## src/rtl/min_max_heap_queue_top_assert.svh

```systemverilog
// ----------------------------------------------------------------------------
// Min-max heap queue assertion macros
// Shorthand for clocked checks with reset disable.
// ----------------------------------------------------------------------------
`ifndef MIN_MAX_HEAP_QUEUE_TOP_ASSERT_SVH
`define MIN_MAX_HEAP_QUEUE_TOP_ASSERT_SVH

// same-cycle implication
`define MMHQ_ASSERT_NOW(label, ante, cons, msg) \
  label: assert property (@(posedge clk) disable iff (rst) (ante) |-> (cons)) \
    else $error(msg);

// next-cycle implication
`define MMHQ_ASSERT_NEXT(label, ante, cons, msg) \
  label: assert property (@(posedge clk) disable iff (rst) (ante) |=> (cons)) \
    else $error(msg);

`endif

```

## src/rtl/mmhq_pkg.sv

```systemverilog
// ----------------------------------------------------------------------------
// Min-max heap queue package
// Shared constants, request modes, datapath operations and status types.
// ----------------------------------------------------------------------------
package mmhq_pkg;

  localparam int DEF_CAPACITY = 1024;
  localparam int DATA_W       = 32;
  localparam int MODE_W       = 3;
  localparam int OP_W         = 5;

  localparam logic [MODE_W-1:0] MODE_INSERT      = 3'd0;
  localparam logic [MODE_W-1:0] MODE_EXTRACT_MIN = 3'd1;
  localparam logic [MODE_W-1:0] MODE_EXTRACT_MAX = 3'd2;
  localparam logic [MODE_W-1:0] MODE_READ_MIN    = 3'd3;
  localparam logic [MODE_W-1:0] MODE_READ_MAX    = 3'd4;
  localparam logic [MODE_W-1:0] MODE_CLEAR       = 3'd5;

  localparam logic [OP_W-1:0] OP_NOP      = 5'd0;
  localparam logic [OP_W-1:0] OP_START    = 5'd1;
  localparam logic [OP_W-1:0] OP_ERR      = 5'd2;
  localparam logic [OP_W-1:0] OP_CLR      = 5'd3;
  localparam logic [OP_W-1:0] OP_INS      = 5'd4;
  localparam logic [OP_W-1:0] OP_RD_ROOT  = 5'd5;
  localparam logic [OP_W-1:0] OP_RES_LAST = 5'd6;
  localparam logic [OP_W-1:0] OP_LD_VAL   = 5'd7;
  localparam logic [OP_W-1:0] OP_RES_RD   = 5'd8;
  localparam logic [OP_W-1:0] OP_WR_VAL   = 5'd9;
  localparam logic [OP_W-1:0] OP_RD_PAR   = 5'd10;
  localparam logic [OP_W-1:0] OP_MOVE_UP  = 5'd11;
  localparam logic [OP_W-1:0] OP_RD_L     = 5'd12;
  localparam logic [OP_W-1:0] OP_RD_R     = 5'd13;
  localparam logic [OP_W-1:0] OP_MOVE_DN  = 5'd14;
  localparam logic [OP_W-1:0] OP_MX_INIT  = 5'd15;
  localparam logic [OP_W-1:0] OP_MX_SCAN  = 5'd16;
  localparam logic [OP_W-1:0] OP_MX_FIN   = 5'd17;
  localparam logic [OP_W-1:0] OP_MX_DEC   = 5'd18;

  typedef struct packed {
    logic [OP_W-1:0] op;
  } cmd_t;

  typedef struct packed {
    logic empty;
    logic full;
    logic pos_zero;
    logic left_out;
    logic val_lt_rd;
    logic sd_go;
    logic scan_busy;
  } status_t;

endpackage

```

## src/rtl/mmhq_ctrl.sv

```systemverilog
// ----------------------------------------------------------------------------
// Min-max heap queue controller
// Sequences request modes into datapath operations.
// ----------------------------------------------------------------------------
`include "min_max_heap_queue_top_assert.svh"

module mmhq_ctrl import mmhq_pkg::*; (
  input  logic              clk,
  input  logic              rst,
  input  logic              start,
  input  logic [MODE_W-1:0] mode,
  input  status_t           status,
  output cmd_t              cmd,
  output logic              busy,
  output logic              done
);

  localparam logic [3:0] S_IDLE    = 4'd0;
  localparam logic [3:0] S_DISP    = 4'd1;
  localparam logic [3:0] S_SU_RD   = 4'd2;
  localparam logic [3:0] S_SU_CMP  = 4'd3;
  localparam logic [3:0] S_EM1     = 4'd4;
  localparam logic [3:0] S_EM2     = 4'd5;
  localparam logic [3:0] S_RM      = 4'd6;
  localparam logic [3:0] S_SD_RL   = 4'd7;
  localparam logic [3:0] S_SD_RR   = 4'd8;
  localparam logic [3:0] S_SD_CMP  = 4'd9;
  localparam logic [3:0] S_MX_SCAN = 4'd10;
  localparam logic [3:0] S_MX_FIN  = 4'd11;
  localparam logic [3:0] S_XM_DEC  = 4'd12;
  localparam logic [3:0] S_DONE    = 4'd13;

  logic [3:0]        state;
  logic [3:0]        state_next;
  logic [MODE_W-1:0] mode_q;

  always_comb begin
    state_next = state;
    cmd.op     = OP_NOP;
    case (state)
      S_IDLE: begin
        if (start) begin
          cmd.op     = OP_START;
          state_next = S_DISP;
        end
      end
      S_DISP: begin
        case (mode_q)
          MODE_INSERT: begin
            cmd.op     = status.full ? OP_ERR : OP_INS;
            state_next = status.full ? S_DONE : S_SU_RD;
          end
          MODE_EXTRACT_MIN: begin
            cmd.op     = status.empty ? OP_ERR : OP_RD_ROOT;
            state_next = status.empty ? S_DONE : S_EM1;
          end
          MODE_READ_MIN: begin
            cmd.op     = status.empty ? OP_ERR : OP_RD_ROOT;
            state_next = status.empty ? S_DONE : S_RM;
          end
          MODE_EXTRACT_MAX, MODE_READ_MAX: begin
            cmd.op     = status.empty ? OP_ERR : OP_MX_INIT;
            state_next = status.empty ? S_DONE : S_MX_SCAN;
          end
          MODE_CLEAR: begin
            cmd.op     = OP_CLR;
            state_next = S_DONE;
          end
          default: begin
            cmd.op     = OP_ERR;
            state_next = S_DONE;
          end
        endcase
      end
      S_SU_RD: begin
        cmd.op     = status.pos_zero ? OP_WR_VAL : OP_RD_PAR;
        state_next = status.pos_zero ? S_DONE : S_SU_CMP;
      end
      S_SU_CMP: begin
        cmd.op     = status.val_lt_rd ? OP_MOVE_UP : OP_WR_VAL;
        state_next = status.val_lt_rd ? S_SU_RD : S_DONE;
      end
      S_EM1: begin
        cmd.op     = OP_RES_LAST;
        state_next = S_EM2;
      end
      S_EM2: begin
        cmd.op     = OP_LD_VAL;
        state_next = status.empty ? S_DONE : S_SD_RL;
      end
      S_RM: begin
        cmd.op     = OP_RES_RD;
        state_next = S_DONE;
      end
      S_SD_RL: begin
        cmd.op     = status.left_out ? OP_WR_VAL : OP_RD_L;
        state_next = status.left_out ? S_DONE : S_SD_RR;
      end
      S_SD_RR: begin
        cmd.op     = OP_RD_R;
        state_next = S_SD_CMP;
      end
      S_SD_CMP: begin
        cmd.op     = status.sd_go ? OP_MOVE_DN : OP_WR_VAL;
        state_next = status.sd_go ? S_SD_RL : S_DONE;
      end
      S_MX_SCAN: begin
        cmd.op     = OP_MX_SCAN;
        state_next = status.scan_busy ? S_MX_SCAN : S_MX_FIN;
      end
      S_MX_FIN: begin
        cmd.op     = OP_MX_FIN;
        state_next = (mode_q == MODE_READ_MAX) ? S_DONE : S_XM_DEC;
      end
      S_XM_DEC: begin
        cmd.op     = OP_MX_DEC;
        state_next = S_SU_RD;
      end
      S_DONE: state_next = S_IDLE;
      default: state_next = S_IDLE;
    endcase
  end

  always_ff @(posedge clk) begin
    if (rst) begin
      state <= S_IDLE;
    end else begin
      state <= state_next;
    end
  end

  always_ff @(posedge clk) begin
    if (state == S_IDLE && start) begin
      mode_q <= mode;
    end
  end

  assign busy = (state != S_IDLE);
  assign done = (state == S_DONE);

  `MMHQ_ASSERT_NEXT(a_take_busy, start && !busy, busy, "request taken but not busy")
  `MMHQ_ASSERT_NEXT(a_done_single, done, !done, "result strobe longer than one cycle")
  `MMHQ_ASSERT_NEXT(a_done_idle, done, !busy, "no return to idle after result")

endmodule

```

## config.mk

```make
export PLATFORM = sky130hd
export DESIGN_NAME = mmhq_ctrl
export DESIGN_NICKNAME = d
export VERILOG_FILES = /design/src/rtl/mmhq_pkg.sv /design/src/rtl/mmhq_ctrl.sv
export VERILOG_INCLUDE_DIRS = /design/src /design/src/rtl
export SDC_FILE = /design/constraint.sdc
export NUM_CORES = 1
export LEC_CHECK = 0
export BUFFER_PORTS_ARGS = -buffer_cell sky130_fd_sc_hd__buf_4
export CAP_MARGIN = 40
export CORE_MARGIN = 2
export CORE_UTILIZATION = 40
export CTS_CLUSTER_SIZE = 16
export DETAILED_ROUTE_END_ITERATION = 16
export PLACE_DENSITY = 0.67
export REMOVE_ABC_BUFFERS = 1
export SYNTH_ARGS = -nofsm -noshare
export SYNTH_HDL_FRONTEND = slang
export SYNTH_SLANG_ARGS = --single-unit
```

## constraint.sdc

```tcl
create_clock -name clk -period 1.6 [get_ports clk]
set_clock_uncertainty 0.2 [all_clocks]
set_input_delay 0.16 -clock clk [delete_from_list [all_inputs] [get_ports clk]]
set_output_delay 0.16 -clock clk [all_outputs]
set_load 0.02 [all_outputs]
```

==> results of run 1 <==
[placed cells by master (no fill, tap or decap), types with 2 or more instances in the layout]
| cell | instances |
|---|---|
| buf_4 | 43 |
| buf_6 | 12 |
| a21oi_1 | 10 |
| nand2_1 | 7 |
| a31oi_1 | 6 |
| o21ai_1 | 5 |
| inv_1 | 4 |
| nor2_1 | 4 |
| nand2b_1 | 3 |
| nand2b_4 | 3 |
| nor3_1 | 3 |
| and3b_1 | 3 |
| clkbuf_4 | 3 |
| dlygate4sd3_1 | 3 |
| edfxtp_1 | 3 |
| o211ai_1 | 2 |
| or3_4 | 2 |
| nor4_2 | 2 |
| nor2_4 | 2 |
| o21ai_0 | 2 |
| nor2b_1 | 2 |
| dfxtp_4 | 2 |
[cell usage after synthesis (all sizes together)]
cell and count:
nand3b 1, o32ai 1, clkbuf 4, o21ai 9, xnor2 1, nand2 7, dfxtp 4, nor2b 2
a21o 1, nor2 6, o31ai 1, a22oi 1, nand3 1, buf 5, o211ai 2, or4b 1
a21oi 11, or4 1, edfxtp 3, or2 1, a211oi 1, nand2b 6, inv 4, and2 1
o41ai 1, nor3 4, a31oi 7, nor4 3, and3b 3, o311ai 1, mux2i 1, nor3b 1
or3 3
[power groups by stage]
| stage | combinational (W) | clock [W] | sequential [W] |
|---|---|---|---|
| after CTS | 0.00163 | 0.000166 | 0.000331 |
| after detailed placement | 0.00137 | 0 | 0.000324 |
| final | 0.00184 | 0.000163 | 0.000340 |
| after floorplan | 0.000630 | 0 | 0.000402 |
| after global routing | 0.00196 | 0.000180 | 0.000347 |
| after global placement | 0.00135 | 0 | 0.000319 |
[registers in the layout (all words and copies together), names as in the netlist]
signal	flops
mode_q	3
state	4
[layout make-up]
cell class / instances / area (µm²) / share of cell area
inverter: 4 / 15.0 / 0.0115
tap: 17 / 21.3 / 0.0162
sequential: 7 / 179 / 0.136
timing repair buffer: 58 / 488 / 0.372
clock buffer: 4 / 26.3 / 0.0200
multi-input combinational: 79 / 582 / 0.444
[cells by family after synthesis]
family / Yosys count
XOR/XNOR: 1
AO/OA/AOI/OAI: 36
buffers and inverters: 13
flip-flops: 7
AND/OR/NAND/NOR: 41
multiplexers: 1
[worst min path at each step]
stage / startpoint / to / slack, ps / cells past startpoint
5_1_grt: status[0] / state[0] / 50 / 4
2_1_floorplan: mode[0] / mode_q[0] / 60 / 0
3_5_place_dp: mode[2] / mode_q[2] / 140 / 1
4_1_cts: status[0] / state[0] / 7 / 4
3_3_place_gp: mode[0] / mode_q[0] / 140 / 1
6_report: status[0] / state[0] / 8 / 4
[stage by stage]
stage / hold slack, ps / util / setup WS [ps]
floorplan: 58.9 / - / -398
global placement: 138 / 0.605 / -200
detailed placement: 140 / 0.605 / -260
CTS: 6.68 / 0.721 / -434
global route: 47.4 / 0.776 / -511
finish: 7.55 / 0.776 / -453
[worst reg2reg max path, cell delays in order, from the launching register on]
cell and delay (ps):
edfxtp_1 430, buf_4 180, buf_4 150, nor3b_2 200, nor3_1 70, or4_1 420
a31oi_1 190
[what timing repair did]
item                                    in CTS  in global routing
pin swaps                                    6                  4
hold buffers                                 3                  0
gates resized for setup                     25                 17
endpoints found under the hold margin        3                  0
endpoints found under the setup margin      14                 14
setup buffers                                6                  4
[metal layers]
layer | vias to the layer above | wire (µm)
li1 | 477 | -
met1 | 486 | 1090
met2 | 54 | 1460
met3 | 10 | 170
met4 | 0 | 75
met5 | - | 0
==> summary.txt, run 1 <==
Outcome
  • Status: finished, violations left
  • Failing checks: negative setup slack

Cells and area
  • Share of post-route cells with drive strength above 1: 0.520
  • Antenna cells: 0
  • Area Overhead vs Synth: 86.8%
  • Fin cells: 169
  • Filler cell count: 110
  • Final nets: between 150 and 200
  • Final instance area: 1310 µm²

Timing
  • Slew HR: 0.702
  • Period utilization: 1.28
  • Final setup fails: 13
  • Crit path time final: 2050 ps
  • Sum Neg Setup Slack: -2750 ps
  • FMAX: 487 MHz
  • Final hold vios: 0
  • Worst-Margin Slew: 443 ps
  • RSZ-0062 raised after global routing: true
  • Slew Viols, Final: 0
  • Post-route setup slack: -453 ps

Power and ir drop
  • VDD IR max: 1.08 mV
  • Final Power: 0.00235 W
  • Psw: 0.00104 W
  • Switching Share: 0.442
  • Comb pwr share: 0.786
  • Pwr per Cell Area: approximately 1800 nW/µm²
  • Flop pwr share: 0.145
  • Leak pwr: 0.548 nW
  • Clock power share: 0.070
  • Internal power: ~0.0013 W

Setup path
  • CP startpoint: mode_q[1]
  • Crit path to: cmd[2]
  • Register-to-Register Path Depth: 6
  • CP max stage cell: edfxtp_1
  • Endpoint type of the worst setup path: output port
  • CP Launch Type: register
  • Crit-path cells: buf_4 -> buf_4 -> o21ai_4 -> a31oi_4 -> nand2b_4 -> o311ai_1 -> buf_4
  • Kind of critical path: reg -> out
  • Critical path peak fanout: 4
  • CP Data Arrival Time: 1690 ps
  • Slowest Stage Delay on Critical Path: 430 ps
  • Crit path max-delay family: buffers and inverters
  • Buf/Inv on CP: 3
  • R2R Setup Slk: -330 ps
  • WP data required: ~1200 ps
  • Cell mode on critical path: buf_4
  • Reg-to-Reg End: state[1]
  • CP Depth: 7
  • Worst r2r src: mode_q[1]

Logic synthesis
  • Synth Register Bits: 7
  • Largest family of logic cells by synthesized area: simple AND/OR/NAND/NOR gates
  • Post-Synth XOR/XNOR Area: 0.0125
  • YS warnings: 0
  • Cells after synthesis: 99
  • Post-synthesis compound-gate area fraction: 0.307
  • Top cell type by total area after synthesis: edfxtp_1
  • Top cell type's share of synthesized area: 0.128
  • Adder-cell share of the synthesized area: 0
  • Syn avg cell area: 7.09 µm²
  • Yosys cell types: 35
  • Simple-gate area share of the yosys netlist: 0.337
  • Cell Area, Synth: 702 µm²
  • Post-synthesis sequential area ratio: 0.242
  • Synth area leaders: edfxtp_1 (13%), dfxtp_1 (11%), a21oi_1 (7.8%)
  • Post-synthesis mux area share: 0.0143

Drt
  • Routed WL per cell: 16.6 µm
  • Routed via count: 1027
  • Total wire length: 2800 µm
  • Antenna Violating Nets Remaining: 0
  • First-pass DRT Iterations: 4
  • DR vias/cell: approximately 6.1
  • # DRC: 0
  • Iteration-0 DRC count of the detailed router: 25

Placement
  • Placer Congestion: 0.861
  • Placed instance count: 153
  • Final HPWL DP: 1690 µm
  • DP Area: approximately 1000 µm²
  • Port buffer count: 19

Global routing
  • Top Usage Layer GRT: met2
  • M3 GR Usage: 0.0754
  • Initial antenna violation count: 0
  • GRT Overall Usage: 0.273
  • First-pass GRT wire length: slightly above 4000 µm
  • Largest net degree at the start of global routing: 16
  • M1 GR Usage: 0.335
  • Vias in the first global route: 956
  • Grt ovf: 0
  • Routing usage on met2: 0.453

Die
  • Die W: around 46 µm
  • Top-Level Pins: 20
  • Area of the die: between 2000 and 2500 µm²
  • Cell Rows: 15
  • Die H: 45.9 µm
  • Initial Util: 0.416
  • Core Region: 1690 µm²

Clocking
  • Number of CTS-inserted buffers: 3
  • Clk slew on worst S/H paths: 60 ps
  • Clock Path Buffers: 2
  • CTS root buf: clkbuf_4
  • Clock Latency Late Sink: 250 ps
  • CTS tree: yes
  • Count of clock tree sinks: 7
  • CTS H-tree depth: 1

Min path
  • Hold Crit Class: in -> reg

Flow run
  • Maxcap violations: 0
No activity file was read; power rests on OpenSTA's default activity.
==> run 2, diff against run 1 <==
--- a/config.mk
+++ b/config.mk
@@ -6,6 +6,7 @@
 export SDC_FILE = /design/constraint.sdc
 export NUM_CORES = 1
 export LEC_CHECK = 0
+export ABC_AREA = 1
 export BUFFER_PORTS_ARGS = -buffer_cell sky130_fd_sc_hd__buf_4
 export CAP_MARGIN = 40
 export CORE_MARGIN = 2
@@ -14,6 +15,7 @@
 export DETAILED_ROUTE_END_ITERATION = 16
 export PLACE_DENSITY = 0.67
 export REMOVE_ABC_BUFFERS = 1
+export SKIP_LAST_GASP = 1
 export SYNTH_ARGS = -nofsm -noshare
 export SYNTH_HDL_FRONTEND = slang
 export SYNTH_SLANG_ARGS = --single-unit
==> run 2 against run 1 <==
The flow still finishes with violations (negative setup slack). Largest cell class unchanged. Routed wire length is 17% lower. Fmax is 9.3% higher. Area after synthesis is 4.1% lower. Final area is 12% lower. Synthesized cell count is 20% higher. Critical path depth stayed put. Non-clock buffer count is 12 lower. Sequential share of layout area is 2.4 points higher. Combinational power is 33% lower.
==> summary.txt, run 2 <==
Setup path
  • Crit path max-delay family: flip-flops
  • CP max stage cell: edfxtp_1
  • WP data required: 1240 ps (about the same)
  • Endpoint type of the worst setup path: output port
  • Slowest Stage Delay on Critical Path: 450 ps (+20 ps)
  • CP Data Arrival Time: 1520 ps (-170 ps)
  • CP Launch Type: register
  • Crit-path cells: nor2_2 -> inv_1 -> nand3_2 -> o31ai_1 -> o21ai_1 -> nand2_1 -> buf_4
  • Buf/Inv on CP: 2 (-1)
  • Critical path peak fanout: 4 (unchanged)
  • Kind of critical path: reg -> out

Cells and area
  • Sequential Area: 185 µm² (+3.5%)
  • Filler cell count: 127 (+15%)
  • Multi-input gate area: 493 µm² (-15%)
  • Share of post-route cells with drive strength above 1: 0.414 (-0.106)
  • Final instance area: 1160 µm² (-12%)
  • Largest register by flop count: state
  • Max reg flops: 4 (unchanged)
  • Fin cells: 185 (+9.5%)
  • Most frequent cells in the layout: buf_4 (41), nand2_1 (29), nand3_1 (17)
  • Largest regs: state x4, mode_q x3
  • Most common cell after layout, fill and taps aside: buf_4
  • Area Overhead vs Synth: 71.9%
  • Final nets: 183 (+10%)
  • Antenna cells: 0 (unchanged)

Global routing
  • Initial antenna violation count: 0 (unchanged)
  • Vias in the first global route: 899 (-6.0%)
  • GRT Overall Usage: 0.239 (-0.0335)
  • Grt ovf: 0 (unchanged)
  • First-pass GRT wire length: 3600 µm (-12%)
  • Largest net degree at the start of global routing: 10 (-6)

Logic synthesis
  • Most common cell in the netlist: nand2_1
  • Cells after synthesis: 119 (+20%)
  • Top cell type by total area after synthesis: nand2_1
  • Most instantiated cells after synthesis: nand2_1 (32), inv_1 (18), nand3_1 (18)
  • Synth Register Bits: 7 (unchanged)
  • EDFF count, synth: 3 (unchanged)
  • Syn avg cell area: 5.66 µm² (-20%)
  • Yosys cell types: 16 (-54%)
  • Cell Area, Synth: 673 µm² (-4.1%)
  • FFs w/ async S/R, synth: 0 (unchanged)
  • Synth area leaders: nand2_1 (18%), nand3_1 (13%), edfxtp_1 (13%)
  • YS warnings: 0 (unchanged)
  • Top FF cell, synth: dfxtp_1
  • Top cell type's share of synthesized area: 0.178 (+0.0501)
  • Post-synthesis sequential area ratio: 0.253 (+0.0104)

Clocking
  • CTS root buf: clkbuf_4
  • Clock Path Buffers: 2 (unchanged)
  • Clk slew on worst S/H paths: 50 ps (about the same)
  • CTS H-tree depth: 1 (unchanged)
  • Clock Latency Late Sink: 250 ps (about the same)
  • Count of clock tree sinks: 7 (unchanged)
  • Number of CTS-inserted buffers: 3 (unchanged)
  • CTS tree: yes

Timing
  • FMAX: 532 MHz (+9.3%)
  • RSZ-0062 raised after global routing: true
  • Slew Viols, Final: 0 (unchanged)
  • Sum Neg Setup Slack: -1500 ps (+1250 ps)
  • Worst-Margin Slew: 295 ps (-148 ps)
  • Crit path time final: 1880 ps (-175 ps)
  • Period utilization: 1.17 (-0.109)
  • Post-route setup slack: -278 ps (+175 ps)
  • Final setup fails: 8 (-5)
  • Slew HR: 0.802 (+0.0994)
  • Final hold vios: 0 (unchanged)
  • Final hold slack: 165 ps (+157 ps)

Placement
  • Placed instance count: 172 (+12%)
  • Placer Congestion: 0.915 (+6.3%)
  • Worst slack, placed: -27.7 ps (+232 ps)
  • DP Area: 971 µm² (-5.0%)
  • Final HPWL DP: 1670 µm (-1.3%)
  • Port buffer count: 19 (unchanged)

Min path
  • Hold Crit Class: in -> reg

Power and ir drop
  • Leak pwr: 0.607 nW (+11%)
  • Pwr per Cell Area: 1510 nW/µm² (-15%)
  • VDD IR max: 0.902 mV (-16%)

Die
  • Die H: 45.0 µm (-1.9%)
  • Initial Util: 0.437 (+0.0211)
  • Top-Level Pins: 20 (unchanged)
  • Area of the die: 2030 µm² (-3.8%)
  • Die W: 45.0 µm (-1.9%)
  • Core Region: 1540 µm² (-8.7%)
  • Cell Rows: 14 (-1)

Flow run
  • Maxcap violations: 0 (unchanged)

Drt
  • Antenna Violating Nets Remaining: 0 (unchanged)
  • Total wire length: 2320 µm (-17%)
  • # DRC: 0 (unchanged)
  • Routed WL per cell: 12.5 µm (-24%)
  • Routed via count: 998 (-2.8%)
  • Iteration-0 DRC count of the detailed router: 60 (+140%)
  • First-pass DRT Iterations: 5 (+1)
  • DR vias/cell: 5.39 (-11%)

Outcome
  • Status: finished, violations left
  • Failing checks: negative setup slack
[run 2: changes by cell type after synthesis, sizes merged, moves of 4 or more]
cell and delta:
buf -5, a21oi -7, nand2b -6, nand2 +25, nor2 +11, clkbuf -4, a31oi -6, nand3 +17
inv +15
[run 2: power by group]
| part | internal (W) | switching, W | total [W] |
|---|---|---|---|
| Combinational | 0.000550 | 0.000690 | 0.00124 |
| Clock | 0.0000946 | 0.0000565 | 0.000151 |
| Sequential | 0.000268 | 0.0000943 | 0.000362 |
[run 2: path summary, 6_finish.rpt]
path | startpoint | end | slack, ps | cells past startpoint
setup / recovery | mode_q[2] | cmd[0] | -280 | 7
hold / removal | start | state[0] | 160 | 5
setup reg to reg | mode_q[1] | state[1] | -220 | 9
hold reg to reg | state[3] | state[0] | 400 | 3
[run 2: kinds of logic (layout without fill, tap and decap cells)]
| group | Yosys count | after routing | share of synthesized area |
|---|---|---|---|
| AO/OA/AOI/OAI | 14 | 14 | 0.110 |
| buffers and inverters | 19 | 69 | 0.106 |
| flip-flops | 7 | 7 | 0.253 |
| AND/OR/NAND/NOR | 79 | 79 | 0.532 |
[run 2: through the flow]
step / total power (W) / utilization
floorplan: 0.000923 / -
detailed placement: 0.00139 / 0.630
global placement: 0.00139 / 0.630
global route: 0.00188 / 0.751
CTS: 0.00161 / 0.696
finish: 0.00175 / 0.751
[run 2: layer usage]
| layer | global-route usage | vias to the layer above | part of all wire |
|---|---|---|---|
| li1 | - | 495 | - |
| met1 | 0.314 | 441 | 0.41 |
| met2 | 0.411 | 50 | 0.48 |
| met3 | 0.00400 | 12 | 0.074 |
| met4 | 0.100 | 0 | 0.039 |
| met5 | 0 | - | 0 |
[run 2: timing repair]
item,4_1_cts,5_1_grt
hold buffers,4,0
pin swaps,6,5
gates resized for setup,16,20
buffers inserted,1,4
hold endpoints to repair,6,0
endpoints found under the setup margin,7,10
[run 2: final cells by class]
class / count / share of cell area
flip-flops and latches: 7 / 0.160
multi-input cells: 93 / 0.426
repair buffers: 46 / 0.310
well taps: 16 / 0.0173
inverters: 19 / 0.0638
clock buffers: 4 / 0.0227
[run 2: worst min-delay path, delay by kind of cell]
family / cells / cell delay [ps]
simple gates: 1 / 60
buf+inv: 2 / 120
compound gates: 2 / 230
